[src/hw/rtl/mmtp_pkg.sv]
`timescale 1ns / 1ps
// ============================================================================
// Memory map and terminal PIA package
// Shared types, constants and helpers for the bus model and its terminal port.
// ============================================================================
package mmtp_pkg;

    localparam int RAM_BANK_BYTES = 4096;
    localparam int ROM_BYTES      = 256;
    localparam int RAM_IDX_W      = $clog2(RAM_BANK_BYTES);
    localparam int ROM_IDX_W      = $clog2(ROM_BYTES);
    localparam int OFFSET_W       = 12;
    localparam int QUEUE_DEPTH    = 2;
    localparam int QUEUE_PTR_W    = $clog2(QUEUE_DEPTH);
    localparam int QUEUE_CNT_W    = $clog2(QUEUE_DEPTH + 1);

    localparam logic [3:0] BANK_RAM_LOW    = 4'h0;
    localparam logic [3:0] BANK_RAM_SECOND = 4'h1;
    localparam logic [3:0] BANK_PIA        = 4'hD;
    localparam logic [3:0] BANK_RAM_HIGH   = 4'hE;
    localparam logic [3:0] BANK_ROM        = 4'hF;

    localparam logic [7:0] CHAR_LF       = 8'd10;
    localparam logic [7:0] CHAR_CR       = 8'd13;
    localparam logic [6:0] CHAR_LF_7     = 7'd10;
    localparam logic [6:0] CHAR_CR_7     = 7'd13;
    localparam logic [7:0] CHAR_LOWER_A  = 8'h61;
    localparam logic [7:0] CHAR_LOWER_Z  = 8'h7A;
    localparam logic [7:0] CASE_OFFSET   = 8'h20;
    localparam logic [7:0] KEY_STROBE    = 8'h80;

    typedef enum logic [1:0] {
        OP_IDLE    = 2'd0,
        OP_READ    = 2'd1,
        OP_WRITE   = 2'd2,
        OP_PRELOAD = 2'd3
    } op_t;

    typedef enum logic [2:0] {
        REGION_NONE,
        REGION_RAM_LOW,
        REGION_RAM_SECOND,
        REGION_RAM_HIGH,
        REGION_ROM,
        REGION_PIA
    } region_t;

    // PIA register as picked by address bits 4, 1 and 0.
    typedef enum logic [2:0] {
        PIA_KEY_DATA,
        PIA_KEY_CTRL,
        PIA_DISP_DATA,
        PIA_DISP_CTRL,
        PIA_OTHER
    } pia_sel_t;

    typedef struct packed {
        logic [1:0]  kind;
        logic [15:0] address;
        logic [7:0]  write_data;
        logic        key_valid;
        logic [7:0]  key_code;
    } item_t;

    typedef struct packed {
        logic [7:0] read_data;
        logic       display_valid;
        logic [6:0] display_char;
    } result_t;

    // Classified bus cycle handed from the front to the back.
    typedef struct packed {
        op_t                 op;
        region_t             region;
        pia_sel_t            pia_sel;
        logic [OFFSET_W-1:0] offset;
        logic [7:0]          write_data;
        logic                key_valid;
        logic [7:0]          key_byte;
    } cmd_t;

    typedef struct packed {
        logic pop;
        logic full;
        logic empty;
    } queue_ctl_t;

    function automatic logic [7:0] key_translate(input logic [7:0] code);
        logic [7:0] k;
        k = (code == CHAR_LF) ? CHAR_CR : code;
        if (k >= CHAR_LOWER_A && k <= CHAR_LOWER_Z)
        begin
            k = k - CASE_OFFSET;
        end
        return k | KEY_STROBE;
    endfunction

endpackage

[src/hw/rtl/mmtp_front.sv]
`timescale 1ns / 1ps
// ============================================================================
// Front end
// Accepts bus beats and decodes bank, PIA register and key byte.
// ============================================================================
module mmtp_front (
    input  logic            start,
    input  mmtp_pkg::item_t item,
    input  logic            queue_full,
    output logic            busy,
    output logic            push,
    output mmtp_pkg::cmd_t  cmd
);

    logic [3:0] bank;

    assign bank = item.address[15:12];
    assign busy = queue_full;
    assign push = start && !queue_full;

    always_comb
    begin
        cmd.op         = mmtp_pkg::op_t'(item.kind);
        cmd.offset     = item.address[mmtp_pkg::OFFSET_W-1:0];
        cmd.write_data = item.write_data;
        cmd.key_valid  = item.key_valid;
        cmd.key_byte   = mmtp_pkg::key_translate(item.key_code);

        unique case (bank)
            mmtp_pkg::BANK_RAM_LOW:    cmd.region = mmtp_pkg::REGION_RAM_LOW;
            mmtp_pkg::BANK_RAM_SECOND: cmd.region = mmtp_pkg::REGION_RAM_SECOND;
            mmtp_pkg::BANK_RAM_HIGH:   cmd.region = mmtp_pkg::REGION_RAM_HIGH;
            mmtp_pkg::BANK_ROM:        cmd.region = mmtp_pkg::REGION_ROM;
            mmtp_pkg::BANK_PIA:        cmd.region = mmtp_pkg::REGION_PIA;
            default:                   cmd.region = mmtp_pkg::REGION_NONE;
        endcase

        // The PIA only answers when address bit 4 is set.
        if (!item.address[4])
        begin
            cmd.pia_sel = mmtp_pkg::PIA_OTHER;
        end
        else
        begin
            unique case (item.address[1:0])
                2'd0:    cmd.pia_sel = mmtp_pkg::PIA_KEY_DATA;
                2'd1:    cmd.pia_sel = mmtp_pkg::PIA_KEY_CTRL;
                2'd2:    cmd.pia_sel = mmtp_pkg::PIA_DISP_DATA;
                default: cmd.pia_sel = mmtp_pkg::PIA_DISP_CTRL;
            endcase
        end
    end

endmodule

[config.mk]
export PLATFORM = sky130hd
export DESIGN_NAME = mmtp_front
export DESIGN_NICKNAME = d
export VERILOG_FILES = /design/src/hw/rtl/mmtp_pkg.sv /design/src/hw/rtl/mmtp_front.sv
export SDC_FILE = /design/constraint.sdc
export NUM_CORES = 1
export LEC_CHECK = 0
export BUFFER_PORTS_ARGS = -buffer_cell sky130_fd_sc_hd__buf_4
export CAP_MARGIN = 10
export CORE_AREA = 2 2 41 43
export DETAILED_ROUTE_END_ITERATION = 10
export DIE_AREA = 0 0 43 45
export PLACE_DENSITY = 0.89
export SETUP_SLACK_MARGIN = 0.05
export SLEW_MARGIN = 20
export SYNTH_ARGS = -nofsm -noshare
export SYNTH_HDL_FRONTEND = slang
export SYNTH_SLANG_ARGS = --single-unit
[constraint.sdc]
create_clock -name vclk -period 1.1
set_input_delay 0.22 -clock vclk [all_inputs]
set_output_delay 0.22 -clock vclk [all_outputs]
set_load 0.02 [all_outputs]
==> flow_metrics.env, run 1 <==
export IMPL_pwr_share_seq_pct=0
export IMPL_slowest_delay_ps=180
export IMPL_grt_use_total_pct=10.54
export IMPL_cp_slowest_cell="buf_4"
export IMPL_num_rows=14
export IMPL_post_route_drc_count=0
export IMPL_port_buffers=35
export IMPL_holdBufCountCts=0
export IMPL_synth_compound_area_share_pct=13.75
export IMPL_max_freq_mhz=798.3
export IMPL_die_height_um=45
export IMPL_cpMostUsedCell="buf_4"
export IMPL_rsz0062_at_grt="yes"
export IMPL_hold_path_class="input port to output port"
export IMPL_yosys_area_share_simple_pct=26.46
export IMPL_critPathKind="input port to output port"
export IMPL_worstPathMaxFanout=2
export IMPL_p_switching_w=0.0001364
export IMPL_synth_cell_types=19
export IMPL_grt_pass1_wl_um=1669
export IMPL_dieArea_um2=1935
export IMPL_switching_share_pct=47.51
export IMPL_seq_cells=0
export IMPL_syn_instance_count=57
export IMPL_syn2layout_area_growth_pct=82.82
export IMPL_wl_um=1201
export IMPL_gr_total_overflow=0
export IMPL_violations="setup timing"
export IMPL_vias_per_cell=4.761
export IMPL_final_common_cell="buf_4"
export IMPL_cp_num_buf_inv=3
export IMPL_power_density_nw_per_um2=431.2
export IMPL_layout_setup_ws_ps=-152.7
export IMPL_critical_path_top_delay_family="buffers and inverters"
export IMPL_grt_pass1_vias=427
export IMPL_place_gp_congestion=0.7176
export IMPL_num_antenna_cells=0
export IMPL_core_area_um2=1471
export IMPL_drtPass1Iterations=2
export IMPL_regArea_um2=0
export IMPL_route_detailed_wl_per_inst_um=13.65
export IMPL_synth_xor_area_share_pct=0
export IMPL_cp_start_kind="input port"
export IMPL_period_share_pct=113.9
export IMPL_yosysWarningCount=0
export IMPL_ios=76
export IMPL_netlist_area_um2=364.1
export IMPL_nClkBuffers=0
export IMPL_critPathRequiredTime_ps=880
export IMPL_p_leak_nw=0.3241
export IMPL_p_clk_share_pct=0
export IMPL_min_period_ps=1253
export IMPL_ys_seq_area_share_pct=0
export IMPL_fin_util_pct=45.24
export IMPL_nFillCells=165
export IMPL_cp_arrival_ps=1030
export IMPL_nNetsFinal=111
export IMPL_ir_drop_v=0.0001761
export IMPL_vias=419
export IMPL_start_util_pct=24.74
export IMPL_place_hpwl_um=864.2
export IMPL_endpoint_kind="output port"
export IMPL_drive_above_1_share_pct=80.56
export IMPL_max_cap_violations=0
export IMPL_antenna_left=0
export IMPL_synth_top_family_by_area="buffers and inverters"
export IMPL_slew_viol_final=0
export IMPL_synthMuxAreaShare_pct=0
export IMPL_setup_viol=3
export IMPL_final_cell_mix="buf_4 (29), buf_6 (13), nor2_4 (3), inv_1 (3)"
export IMPL_synth_avg_cell_area_um2=6.388
export IMPL_cp_cell_sequence="buf_6, nor2_4, nand4_1, buf_4, o31ai_2, buf_4"
export IMPL_tns_ps=-423.0
export IMPL_internal_power_w=0.0001507
export IMPL_drt_iter0_drc=2
export IMPL_syn_nets=94
export IMPL_synth_fa_ha_area_share_pct=0
export IMPL_antenna_found_initial=0
export IMPL_p_comb_share_pct=100.0
export IMPL_status="finished with violations"
export IMPL_die_w_um=43
export IMPL_finalHoldViolCount=0
export IMPL_grt_max_degree=7
[cells by family after synthesis]
logic type / count (synthesis)
AOI/OAI and AO/OA: 7
buffers and inverters: 32
other: 1
and+or+nand+nor: 17
[repair_timing]
item                                    in CTS  in global routing
resized for setup                           20                 14
buffers inserted                             0                  1
pin swaps                                    8                  8
endpoints found under the setup margin       6                  5
[worst paths after layout]
kind                     start      end  slack [ps]  depth (start not counted)
worst min-delay path  item[16]  cmd[16]         440                          0
worst max-delay path   item[5]   cmd[2]        -150                          6
[cell type report]
cell class                      instances  area (µm²)  share of cell area (%)
Timing Repair Buffer                   43       379.1                   56.95
Multi-Input combinational cell         25       251.5                   37.78
Tap cell                               16       20.02                   3.008
Inverter                                4       15.01                   2.256
[layer usage]
metal | GRT usage [%] | part of all wire, % | vias to the layer above
met2 | 24.85 | 60 | 30
met5 | 0 | 0 | -
met3 | 2.800 | 12 | 6
met4 | 2.424 | 2.2 | 0
met1 | 7.952 | 26 | 190
li1 | - | - | 193
[power groups by stage]
| stage | Sequential (W) | Clock [W] | Combinational (W) |
|---|---|---|---|
| 2_1_floorplan | 0 | 0 | 0.000207 |
| 3_3_place_gp | 0 | 0 | 0.000222 |
| 3_5_place_dp | 0 | 0 | 0.000226 |
| 4_1_cts | 0 | 0 | 0.000260 |
| 5_1_grt | 0 | 0 | 0.000303 |
| 6_report | 0 | 0 | 0.000287 |
[synthesized netlist by cell type]
library cell / instances / share of area [%]
a21oi_1: 1 / 1.4
and2_1: 2 / 3.4
and3_1: 2 / 3.4
buf_4: 25 / 52
clkbuf_1: 3 / 3.1
conb_1: 1 / 1.0
inv_1: 4 / 4.1
nand2_1: 1 / 1.0
nand2b_1: 1 / 1.7
nand3_1: 2 / 2.7
nand4_1: 1 / 1.7
nand4b_1: 2 / 4.8
nor2_1: 3 / 3.1
nor2b_1: 1 / 1.7
nor3_1: 2 / 2.7
o21ai_0: 1 / 1.4
o22ai_1: 1 / 1.7
o31ai_1: 3 / 6.2
o41a_1: 1 / 3.1
[metrics by stage]
step | area (µm²) | hold WS (ps) | power, W | setup slack (ps) | cells
floorplan | 379.1 | 516.6 | 0.0002068 | -11.16 | 57
finish | 665.6 | 440.0 | 0.0002870 | -152.7 | 88
global placement | 515.5 | 440.1 | 0.0002216 | -147.5 | 87
CTS | 601.8 | 440.1 | 0.0002595 | -156.6 | 87
global route | 665.6 | 440.0 | 0.0003026 | -211.4 | 88
detailed placement | 515.5 | 440.1 | 0.0002257 | -223.1 | 87
Power figures use the tool's default switching activity.
==> inputs of run 2 (changes only) <==
Settings changed: TNS_END_PERCENT from default to 10.
==> run 2 against run 1 <==
Against the previous run: sequential cell count stayed put; count of clock-buffer cells in the layout stayed put; non-clock buffer count is 1 lower; combinational power is 11% lower; largest power group unchanged; critical path type unchanged; critical path depth stayed put; sequential share of layout area stayed put; the flow still finishes with violations (setup timing).
==> flow_metrics.env, run 2 (synthesis results as in run 1) <==
export IMPL_status="finished with violations"
export IMPL_violations="setup timing"
export IMPL_start_util_pct=24.74
export IMPL_layout_setup_ws_ps=-161.2
export IMPL_internal_power_w=0.0001296
export IMPL_p_comb_share_pct=100.0
export IMPL_drive_above_1_share_pct=71.83
export IMPL_placed_cell_area_um2=515.5
export IMPL_final_cell_mix="buf_4 (35), buf_6 (7), inv_1 (3)"
export IMPL_cp_arrival_ps=1040
export IMPL_die_w_um=43
export IMPL_wl_um=1178
export IMPL_core_area_um2=1471
export IMPL_nNetsFinal=110
export IMPL_p_clk_share_pct=0
export IMPL_period_share_pct=114.7
export IMPL_nFillCells=163
export IMPL_vias=423
export IMPL_port_buffers=35
export IMPL_slew_viol_final=0
export IMPL_p_switching_w=0.0001247
export IMPL_seq_cells=0
export IMPL_max_cap_violations=0
export IMPL_drtPass1Iterations=2
export IMPL_fin_util_pct=39.37
export IMPL_grt_use_total_pct=10.04
export IMPL_setup_viol=4
export IMPL_grt_max_degree=7
export IMPL_switching_share_pct=49.03
export IMPL_antenna_left=0
export IMPL_critPathRequiredTime_ps=880
export IMPL_worstPathMaxFanout=2
export IMPL_grt_pass1_wl_um=1573
export IMPL_ir_drop_v=0.0001514
export IMPL_tns_ps=-435.9
export IMPL_regArea_um2=0
export IMPL_hold_path_class="input port to output port"
export IMPL_min_period_ps=1261
export IMPL_gr_total_overflow=0
export IMPL_vias_per_cell=4.862
export IMPL_cp_start_kind="input port"
export IMPL_hold_slack_ps=440.0
export IMPL_post_route_drc_count=0
export IMPL_critPathKind="input port to output port"
export IMPL_num_rows=14
export IMPL_endpoint_kind="output port"
export IMPL_pwr_share_seq_pct=0
export IMPL_final_common_cell="buf_4"
export IMPL_num_antenna_cells=0
export IMPL_power_density_nw_per_um2=439.0
export IMPL_holdBufCountCts=0
export IMPL_syn2layout_area_growth_pct=59.11
export IMPL_place_hpwl_um=881.5
export IMPL_place_gp_congestion=0.7168
export IMPL_design_area_um2=579.3
export IMPL_antenna_found_initial=0
export IMPL_p_leak_nw=0.2900
export IMPL_nClkBuffers=0
export IMPL_drt_iter0_drc=6
export IMPL_ios=76
export IMPL_grt_pass1_vias=411
export IMPL_die_height_um=45
export IMPL_route_detailed_wl_per_inst_um=13.54
export IMPL_rsz0062_at_grt="yes"
export IMPL_dieArea_um2=1935
export IMPL_max_freq_mhz=792.9
export IMPL_finalHoldViolCount=0
-- run 2: path summary, 6_finish.rpt --
check	startpoint	to	slack, ps	depth (start not counted)
min	item[14]	cmd[14]	440	0
max	item[5]	cmd[2]	-160	6
-- run 2: layer usage --
layer / vias to the layer above / routed length, µm / part of all wire [%] / global-route usage, %
met5: - / 0 / 0 / 0
met4: 0 / 20 / 1.7 / 6.667
met3: 6 / 128 / 11 / 1.600
met2: 28 / 690 / 59 / 20.00
met1: 197 / 338 / 29 / 9.398
li1: 192 / - / - / -
-- run 2: critical path, cell delays in order --
cell and delay, ps:
buf_6 90, nor2_2 90, nand4_1 120, buf_4 180, o31ai_4 190, buf_6 150
-- run 2: layout make-up --
cell class / count / area (µm²) / share of cell area, %
inverter: 4 / 15.01 / 2.592
multi-input combinational: 25 / 202.7 / 34.99
tap: 16 / 20.02 / 3.456
timing repair buffer: 42 / 341.6 / 58.96
-- run 2: metrics by stage --
| step | std cells | total power, W | worst slack, ps |
|---|---|---|---|
| after floorplan | 57 | 0.0002068 | -11.16 |
| after global placement | 87 | 0.0002216 | -145.7 |
| after detailed placement | 87 | 0.0002271 | -178.3 |
| after CTS | 87 | 0.0002413 | -141.3 |
| after global routing | 87 | 0.0002709 | -220.3 |
| final | 87 | 0.0002543 | -161.2 |
-- run 2: power groups by stage --
| stage | Sequential [W] | Clock (W) | Combinational (W) |
|---|---|---|---|
| after detailed placement | 0 | 0 | 0.000227 |
| after floorplan | 0 | 0 | 0.000207 |
| final | 0 | 0 | 0.000254 |
| after CTS | 0 | 0 | 0.000241 |
| after global placement | 0 | 0 | 0.000222 |
| after global routing | 0 | 0 | 0.000271 |
-- run 2: timing repair --
item,CTS,global route
pin swaps,6,1
setup buffers,0,0
gates resized for setup,10,5
hold endpoints to repair,0,0
endpoints found under the setup margin,6,6
