## src/hw/rtl/mmtp_pkg.sv

```systemverilog
`timescale 1ns / 1ps
// ============================================================================
// Memory map and terminal PIA package
// Shared types, constants and helpers for the bus model and its terminal port.
// ============================================================================
package mmtp_pkg;

    localparam int RAM_BANK_BYTES = 4096;
    localparam int ROM_BYTES      = 256;
    localparam int RAM_IDX_W      = $clog2(RAM_BANK_BYTES);
    localparam int ROM_IDX_W      = $clog2(ROM_BYTES);
    localparam int OFFSET_W       = 12;
    localparam int QUEUE_DEPTH    = 2;
    localparam int QUEUE_PTR_W    = $clog2(QUEUE_DEPTH);
    localparam int QUEUE_CNT_W    = $clog2(QUEUE_DEPTH + 1);

    localparam logic [3:0] BANK_RAM_LOW    = 4'h0;
    localparam logic [3:0] BANK_RAM_SECOND = 4'h1;
    localparam logic [3:0] BANK_PIA        = 4'hD;
    localparam logic [3:0] BANK_RAM_HIGH   = 4'hE;
    localparam logic [3:0] BANK_ROM        = 4'hF;

    localparam logic [7:0] CHAR_LF       = 8'd10;
    localparam logic [7:0] CHAR_CR       = 8'd13;
    localparam logic [6:0] CHAR_LF_7     = 7'd10;
    localparam logic [6:0] CHAR_CR_7     = 7'd13;
    localparam logic [7:0] CHAR_LOWER_A  = 8'h61;
    localparam logic [7:0] CHAR_LOWER_Z  = 8'h7A;
    localparam logic [7:0] CASE_OFFSET   = 8'h20;
    localparam logic [7:0] KEY_STROBE    = 8'h80;

    typedef enum logic [1:0] {
        OP_IDLE    = 2'd0,
        OP_READ    = 2'd1,
        OP_WRITE   = 2'd2,
        OP_PRELOAD = 2'd3
    } op_t;

    typedef enum logic [2:0] {
        REGION_NONE,
        REGION_RAM_LOW,
        REGION_RAM_SECOND,
        REGION_RAM_HIGH,
        REGION_ROM,
        REGION_PIA
    } region_t;

    // PIA register as picked by address bits 4, 1 and 0.
    typedef enum logic [2:0] {
        PIA_KEY_DATA,
        PIA_KEY_CTRL,
        PIA_DISP_DATA,
        PIA_DISP_CTRL,
        PIA_OTHER
    } pia_sel_t;

    typedef struct packed {
        logic [1:0]  kind;
        logic [15:0] address;
        logic [7:0]  write_data;
        logic        key_valid;
        logic [7:0]  key_code;
    } item_t;

    typedef struct packed {
        logic [7:0] read_data;
        logic       display_valid;
        logic [6:0] display_char;
    } result_t;

    // Classified bus cycle handed from the front to the back.
    typedef struct packed {
        op_t                 op;
        region_t             region;
        pia_sel_t            pia_sel;
        logic [OFFSET_W-1:0] offset;
        logic [7:0]          write_data;
        logic                key_valid;
        logic [7:0]          key_byte;
    } cmd_t;

    typedef struct packed {
        logic pop;
        logic full;
        logic empty;
    } queue_ctl_t;

    function automatic logic [7:0] key_translate(input logic [7:0] code);
        logic [7:0] k;
        k = (code == CHAR_LF) ? CHAR_CR : code;
        if (k >= CHAR_LOWER_A && k <= CHAR_LOWER_Z)
        begin
            k = k - CASE_OFFSET;
        end
        return k | KEY_STROBE;
    endfunction

endpackage

```

## src/hw/rtl/mmtp_queue.sv

```systemverilog
`timescale 1ns / 1ps
// ============================================================================
// Command queue
// Short first-in first-out buffer of decoded commands between front and back.
// ============================================================================
module mmtp_queue (
    input  logic                 clk,
    input  logic                 rst_n,
    input  logic                 push,
    input  mmtp_pkg::cmd_t       push_cmd,
    input  logic                 pop,
    output mmtp_pkg::cmd_t       head,
    output mmtp_pkg::queue_ctl_t ctl
);

    mmtp_pkg::cmd_t                     entry_reg [mmtp_pkg::QUEUE_DEPTH];
    logic [mmtp_pkg::QUEUE_PTR_W-1:0]   wr_ptr_reg, wr_ptr_next;
    logic [mmtp_pkg::QUEUE_PTR_W-1:0]   rd_ptr_reg, rd_ptr_next;
    logic [mmtp_pkg::QUEUE_CNT_W-1:0]   count_reg, count_next;
    logic                               do_push;
    logic                               do_pop;

    assign ctl.full  = (count_reg == mmtp_pkg::QUEUE_CNT_W'(mmtp_pkg::QUEUE_DEPTH));
    assign ctl.empty = (count_reg == '0);
    assign do_push   = push && !ctl.full;
    assign do_pop    = pop && !ctl.empty;
    assign ctl.pop   = do_pop;
    assign head      = entry_reg[rd_ptr_reg];

    always_comb
    begin
        wr_ptr_next = wr_ptr_reg;
        rd_ptr_next = rd_ptr_reg;
        count_next  = count_reg;
        if (do_push)
        begin
            wr_ptr_next = (wr_ptr_reg == mmtp_pkg::QUEUE_PTR_W'(mmtp_pkg::QUEUE_DEPTH - 1))
                          ? '0 : wr_ptr_reg + 1'b1;
        end
        if (do_pop)
        begin
            rd_ptr_next = (rd_ptr_reg == mmtp_pkg::QUEUE_PTR_W'(mmtp_pkg::QUEUE_DEPTH - 1))
                          ? '0 : rd_ptr_reg + 1'b1;
        end
        if (do_push && !do_pop)
        begin
            count_next = count_reg + 1'b1;
        end
        else if (do_pop && !do_push)
        begin
            count_next = count_reg - 1'b1;
        end
    end

    always_ff @(posedge clk or negedge rst_n)
    begin
        if (!rst_n)
        begin
            wr_ptr_reg <= '0;
            rd_ptr_reg <= '0;
            count_reg  <= '0;
        end
        else
        begin
            wr_ptr_reg <= wr_ptr_next;
            rd_ptr_reg <= rd_ptr_next;
            count_reg  <= count_next;
        end
    end

    always_ff @(posedge clk)
    begin
        if (do_push)
        begin
            entry_reg[wr_ptr_reg] <= push_cmd;
        end
    end

endmodule

```

## config.mk

```make
export PLATFORM = sky130hd
export DESIGN_NAME = mmtp_queue
export DESIGN_NICKNAME = d
export VERILOG_FILES = /design/src/hw/rtl/mmtp_pkg.sv /design/src/hw/rtl/mmtp_queue.sv
export SDC_FILE = /design/constraint.sdc
export NUM_CORES = 1
export LEC_CHECK = 0
export ABC_AREA = 0
export BUFFER_PORTS_ARGS = -buffer_cell sky130_fd_sc_hd__buf_2
export CAP_MARGIN = 0
export CORE_MARGIN = 2
export CORE_UTILIZATION = 55
export CTS_CLUSTER_SIZE = 20
export DETAILED_ROUTE_END_ITERATION = 16
export PLACE_DENSITY_LB_ADDON = 0.08
export SETUP_SLACK_MARGIN = 0.2
export SLEW_MARGIN = 20
export SYNTH_ARGS = -nofsm -noshare
export SYNTH_HDL_FRONTEND = slang
export SYNTH_SLANG_ARGS = --single-unit
```

## constraint.sdc

```tcl
create_clock -name clk -period 6.96 [get_ports clk]
set_clock_uncertainty 0.05 [all_clocks]
set_input_delay 1.044 -clock clk [delete_from_list [all_inputs] [get_ports clk]]
set_output_delay 1.044 -clock clk [all_outputs]
set_load 0.05 [all_outputs]
```

==> results.toml, run 1 <==
[run_status]
status = "completed"

[setup_path]
worstReg2RegStart = "count_reg[0]$_DFFE_PN0P_"
crit_path_max_incr_delay_ns = 1.05
crit_chain = "mux2_2 > buf_2"
worstPathRequired_ns = 5.87
critPathMaxFanout = 38
crit_family = "flip-flops"
crit_type = "reg -> out"
cp.arrival_ns = 2.02
path_buf_inv = 1
worstSetupStartpointType = "flip-flop"
timing.rr.end = "entry_reg[1][14]$_DFFE_PP_"
r2r_slack_ns = 5.05
reg2reg_depth = 2
endpoint_kind = "primary output"
slowest_stage = "dfrtp_2"

[sta]
max_freq_mhz = 321.5
slew_violations = 0
finalHoldViolCount = 0
grt_setup_unrepaired = "false"
min_period_ns = 3.110
worst_pin_slew_ns = 1.026
setup_ws_ns = 3.850
slew_headroom_pct = 31.61
setup_viol = 0
timing.final.crit_share_pct = 44.68
fin_setup_tns_ns = 0

[drt]
route.detailed.drc = 0
drt-pass1-iter-count = 4
drtIter0Drc = 41
finalWirelength_um = 4707
wire_per_inst_um = 15.85
vias = 1467
ant_nets = 0
vias_per_cell = 4.939

[floorplanning]
initial_utilization_pct = 57.67
die_h_um = 77.41
fp.dieW_um = 77.41
io_pins = 81
die_area_um2 = 5992
core-area_um2 = 5140
num_rows = 26

[cts]
clkTransAtPathRegs_ns = 0.07
cts_tree = "yes"
cts_hold_buf = 0
cts_buffer_depth = 2
cts_setup_buffers = 0
h-tree-depth = 3
clock-root-buffer = "clkbuf_8"
clock_latency_ns = 0.33
cts_resized = 0
clock_sinks = 78
cts_buffers = 9

[synth]
synth_top_area_share_pct = 74.97
yosysWarningCount = 0
synth_edf_count = 74
ys.flop_type = "edfxtp_1"
ys_seq_area_share_pct = 78.35
synth_area_per_cell_um2 = 21.79
synth_seq_cells = 78
async_reset_ff_share_pct = 5.128
yosys-top-cells-count = "74 x edfxtp_1, 20 x mux2_4, 17 x mux2_2"
yosysTopAreaCell = "edfxtp_1"
ys_top_cells_by_area = "edfxtp_1 75%, mux2_4 10%, mux2_2 6.5%"
syn_nets = 178
synth.most_common_cell = "edfxtp_1"
syn_area_um2 = 2964
synth_cell_types = 16
netlist_instances = 136

[min_path]
hold_path.class = "in -> async"

[cells_and_area]
n_antenna_cell = 0
syn_to_final_growth_pct = 22.75
drive_above_1_share_pct = 59.03
largest_reg_flops = 74
post-route-util_pct = 70.79
fin_nets = 265
n_fill_cell = 376

[grt]
antenna_found_initial = 0
grt_pass1_vias = 1570
grt-ovfl-total = 0
grt_max_degree = 39
grt_pass1_wl_um = 7314
grt_usage_pct = 16.35

[power]
leakage_nw = 1.451
totalPowerFinal_w = 0.001835
power_density_nw_per_um2 = 504.2
ir_drop_mv = 0.3293

[placement]
place_congestion = 0.6353
pre_cts_ws_ns = 4.168
io_buffers = 80
dp_hpwl_um = 2979

[flow_run]
max_cap_violations = 0
final cells by class:
type / instances / area, µm² / area share [%]
multi-input cells: 50 / 593.1 / 16.30
well taps: 70 / 87.58 / 2.407
clock inverters: 5 / 75.07 / 2.063
inverters: 3 / 11.26 / 0.3095
clock buffers: 10 / 127.6 / 3.508
repair buffers: 81 / 420.4 / 11.55
flip-flops and latches: 78 / 2323 / 63.86
worst register-to-register path, stage by stage, from the launching register on:
cell	delay, ns
dfrtp_1	0.47
nand2b_1	0.21
and3_2	0.79
how the worst max path moves through the flow:
stage / startpoint / to / slack [ns] / cells past startpoint
2_1_floorplan: push / entry_reg[0][0]$_DFFE_PP_ / 3.78 / 2
3_3_place_gp: rd_ptr_reg$_DFFE_PN0P_ / head[14] / 4.22 / 2
3_5_place_dp: rd_ptr_reg$_DFFE_PN0P_ / head[13] / 4.17 / 2
4_1_cts: rd_ptr_reg$_DFFE_PN0P_ / head[13] / 3.80 / 2
5_1_grt: rd_ptr_reg$_DFFE_PN0P_ / head[21] / 3.75 / 2
6_report: rd_ptr_reg$_DFFE_PN0P_ / head[16] / 3.85 / 2
metal layers:
layer  vias up  global-route usage [%]  share of wire [%]
li1        696                       -                  -
met1       710                   19.65                 41
met4         0                   7.500                1.4
met3         7                   4.535                5.8
met5         -                       0                  0
met2        54                   27.57                 51
through the flow:
step	hold WS (ns)	cells	instance area [µm²]
final	0.4538	297	3638
after global routing	0.4447	297	3638
after CTS	0.4419	296	3618
after detailed placement	0.4828	281	3416
after global placement	0.4766	281	3416
after floorplan	0.4108	136	2964
layout by cell type, fill, tap and decap left out:
master and count:
dfrtp_2 1, clkbuf_8 9, xnor2_1 3, and3_2 1, clkbuf_1 1, clkinvlp_4 1
buf_2 80, o21ai_2 1, buf_12 1, nor2_1 2, mux2_2 17, ha_1 1
xor2_1 2, nand2_1 1, nand2b_1 1, edfxtp_1 74, clkinv_1 2, inv_1 3
nor2_4 1, bufinv_16 2, mux2_4 20, dfrtp_1 3
power breakdown:
group	total (W)	switching, W	internal, W
sequential	0.000732	0.0000880	0.000644
combinational	0.000758	0.000513	0.000245
clock	0.000344	0.000147	0.000198
total	0.00183	0.000748	0.00109
logic make-up after synthesis:
group | Yosys count | synth area share (%)
flip-flops | 78 | 78.35
buffers and inverters | 8 | 1.942
XOR/XNOR | 5 | 1.478
AND/OR/NAND/NOR | 6 | 0.9288
multiplexers | 37 | 16.59
adder cells (fa/ha/maj) | 1 | 0.4221
AO/OA/AOI/OAI | 1 | 0.2955
(Power assumes the default switching activity.)
==> inputs of run 2 (changes only) <==
- CORE_UTILIZATION: 55 -> 51
- clock period: 6.96 -> 3 ns (I/O delays scaled with it)
==> run 2 against run 1 <==
Net effect: combinational power is 140% higher; cell area is 1.0% lower; setup slack worse by 3.2 ns; flip-flop and latch count stayed put; utilization is 6.2 points lower; register-to-register slack worse by 4.0 ns; global-route usage is 0.80 points lower; count of clock-buffer cells in the layout is 1 higher; critical endpoint is now head[20].
==> results.toml, run 2 (synthesis results as in run 1) <==
[sta]
timing.final.crit_share_pct = 79.27
setup_viol = 0
worst_pin_slew_ns = 0.8535
finalHoldViolCount = 0
max_freq_mhz = 420.5
grt_setup_unrepaired = "false"
min_period_ns = 2.378
slew_headroom_pct = 43.10
slew_violations = 0
fin_setup_tns_ns = 0

[floorplanning]
io_pins = 81
num_rows = 27
initial_utilization_pct = 53.18
die_h_um = 80.24
die_area_um2 = 6438
core-area_um2 = 5574
fp.dieW_um = 80.24

[run_status]
status = "completed"

[drt]
met1Wirelength_um = 1870
wl_met3_um = 273
route.detailed.drc = 0
ant_nets = 0
finalWirelength_um = 4655
drtIter0Drc = 97
drt-pass1-iter-count = 4
routed.top_layer = "met4"
wire_per_inst_um = 15.52
vias_per_cell = 4.857
vias = 1457
met2RoutedLength_um = 2435

[cts]
cts_setup_buffers = 0
clock-root-buffer = "clkbuf_8"
cts_tree = "yes"
h-tree-depth = 3
clock_sinks = 78
cts_buffers = 9
cts_buffer_depth = 2
clock_latency_ns = 0.33
clkTransAtPathRegs_ns = 0.07

[placement]
place_congestion = 0.6622
io_buffers = 80
dp_cells = 285

[power]
ir_drop_mv = 1.007
power_density_nw_per_um2 = 1132
leakage_nw = 1.440

[setup_path]
worstReg2RegStart = "count_reg[0]$_DFFE_PN0P_"
critPathMaxFanout = 20
endpoint = "head[20]"
worstSetupStartpointType = "flip-flop"
r2r_slack_ns = 1.05
startpoint = "rd_ptr_reg$_DFFE_PN0P_"
timing.rr.end = "entry_reg[0][16]$_DFFE_PP_"
cp.arrival_ns = 1.88
reg2reg_depth = 4
worstPathRequired_ns = 2.50
crit_type = "reg -> out"
endpoint_kind = "primary output"

[min_path]
hold_path.class = "in -> reg"
worstHoldStart = "push_cmd[23]"

[grt]
antenna_found_initial = 0
grt-ovfl-total = 0
grt_pass1_vias = 1531
grt_usage_pct = 15.55
grt_pass1_wl_um = 7093
grt_max_degree = 38

[cells_and_area]
n_fill_cell = 411
fin_cells = 300
fin_nets = 267
syn_to_final_growth_pct = 21.49
final_cell_mix = "80 x buf_2, 74 x edfxtp_1, 20 x mux2_4"
n_antenna_cell = 0
drive_above_1_share_pct = 58.77
largest_reg_flops = 74
layout_commonest_cell = "buf_2"

[flow_run]
max_cap_violations = 0
## run 2: cell count changes in the layout (fill, tap and decap cells not counted)
cell / before / now
clkinvlp_4: 1 / 0
dlygate4sd3_1: 0 / 1
clkinv_1: 2 / 1
bufinv_16: 2 / 0
clkinv_2: 0 / 2
buf_4: 0 / 1
clkbuf_1: 1 / 2
## run 2: worst min path at each step
stage | to | slack [ns] | depth (start not counted)
2_1_floorplan | count_reg[0]$_DFFE_PN0P_ | 0.10 | 0
3_3_place_gp | count_reg[1]$_DFFE_PN0P_ | 0.21 | 1
3_5_place_dp | count_reg[0]$_DFFE_PN0P_ | 0.21 | 1
4_1_cts | entry_reg[0][9]$_DFFE_PP_ | 0.24 | 1
5_1_grt | entry_reg[1][6]$_DFFE_PP_ | 0.24 | 1
6_report | entry_reg[1][23]$_DFFE_PP_ | 0.25 | 1
## run 2: area by class of cell
class | instances | area (µm²) | area share [%]
sequential | 78 | 2323 | 64.52
multi-input combinational | 50 | 593.1 | 16.47
timing repair buffer | 83 | 437.9 | 12.16
clock buffer | 11 | 131.4 | 3.648
tap | 72 | 90.09 | 2.502
clock inverter | 3 | 13.76 | 0.3822
inverter | 3 | 11.26 | 0.3127
## run 2: critical path: stages (launching register included)
cell and delay [ns]:
dfrtp_2 0.71, buf_12 0.26, mux2_2 0.36, buf_2 0.21
## run 2: routing by layer
layer	vias to the layer above	GRT usage, %
met4	0	9.153
met5	-	0
met3	8	4.719
met1	700	17.47
li1	697	-
met2	52	26.08
## run 2: metrics by stage
step	utilization [%]	cell area [µm²]	setup WS (ns)	power, W	hold slack (ns)
global route	64.60	3601	0.5276	0.004249	0.2354
floorplan	-	2964	0.2884	0.003156	0.1044
finish	64.60	3601	0.6218	0.004075	0.2524
global placement	61.82	3446	1.008	0.003461	0.2051
detailed placement	61.82	3446	0.9661	0.003506	0.2111
CTS	64.60	3601	0.5867	0.004119	0.2379
## run 2: repair_timing
item | CTS | global route
hold endpoints to repair | 4 | 0
setup endpoints to repair | 0 | 0
hold buffers | 1 | 0
resized for setup | 0 | 0
## run 2: power breakdown
part           total [W]  switching (W)  internal, W  leakage (nW)
sequential       0.00164       0.000142      0.00150         0.733
clock           0.000613       0.000327     0.000286        0.0765
combinational    0.00182        0.00125     0.000572         0.631
total            0.00408        0.00172      0.00235          1.44
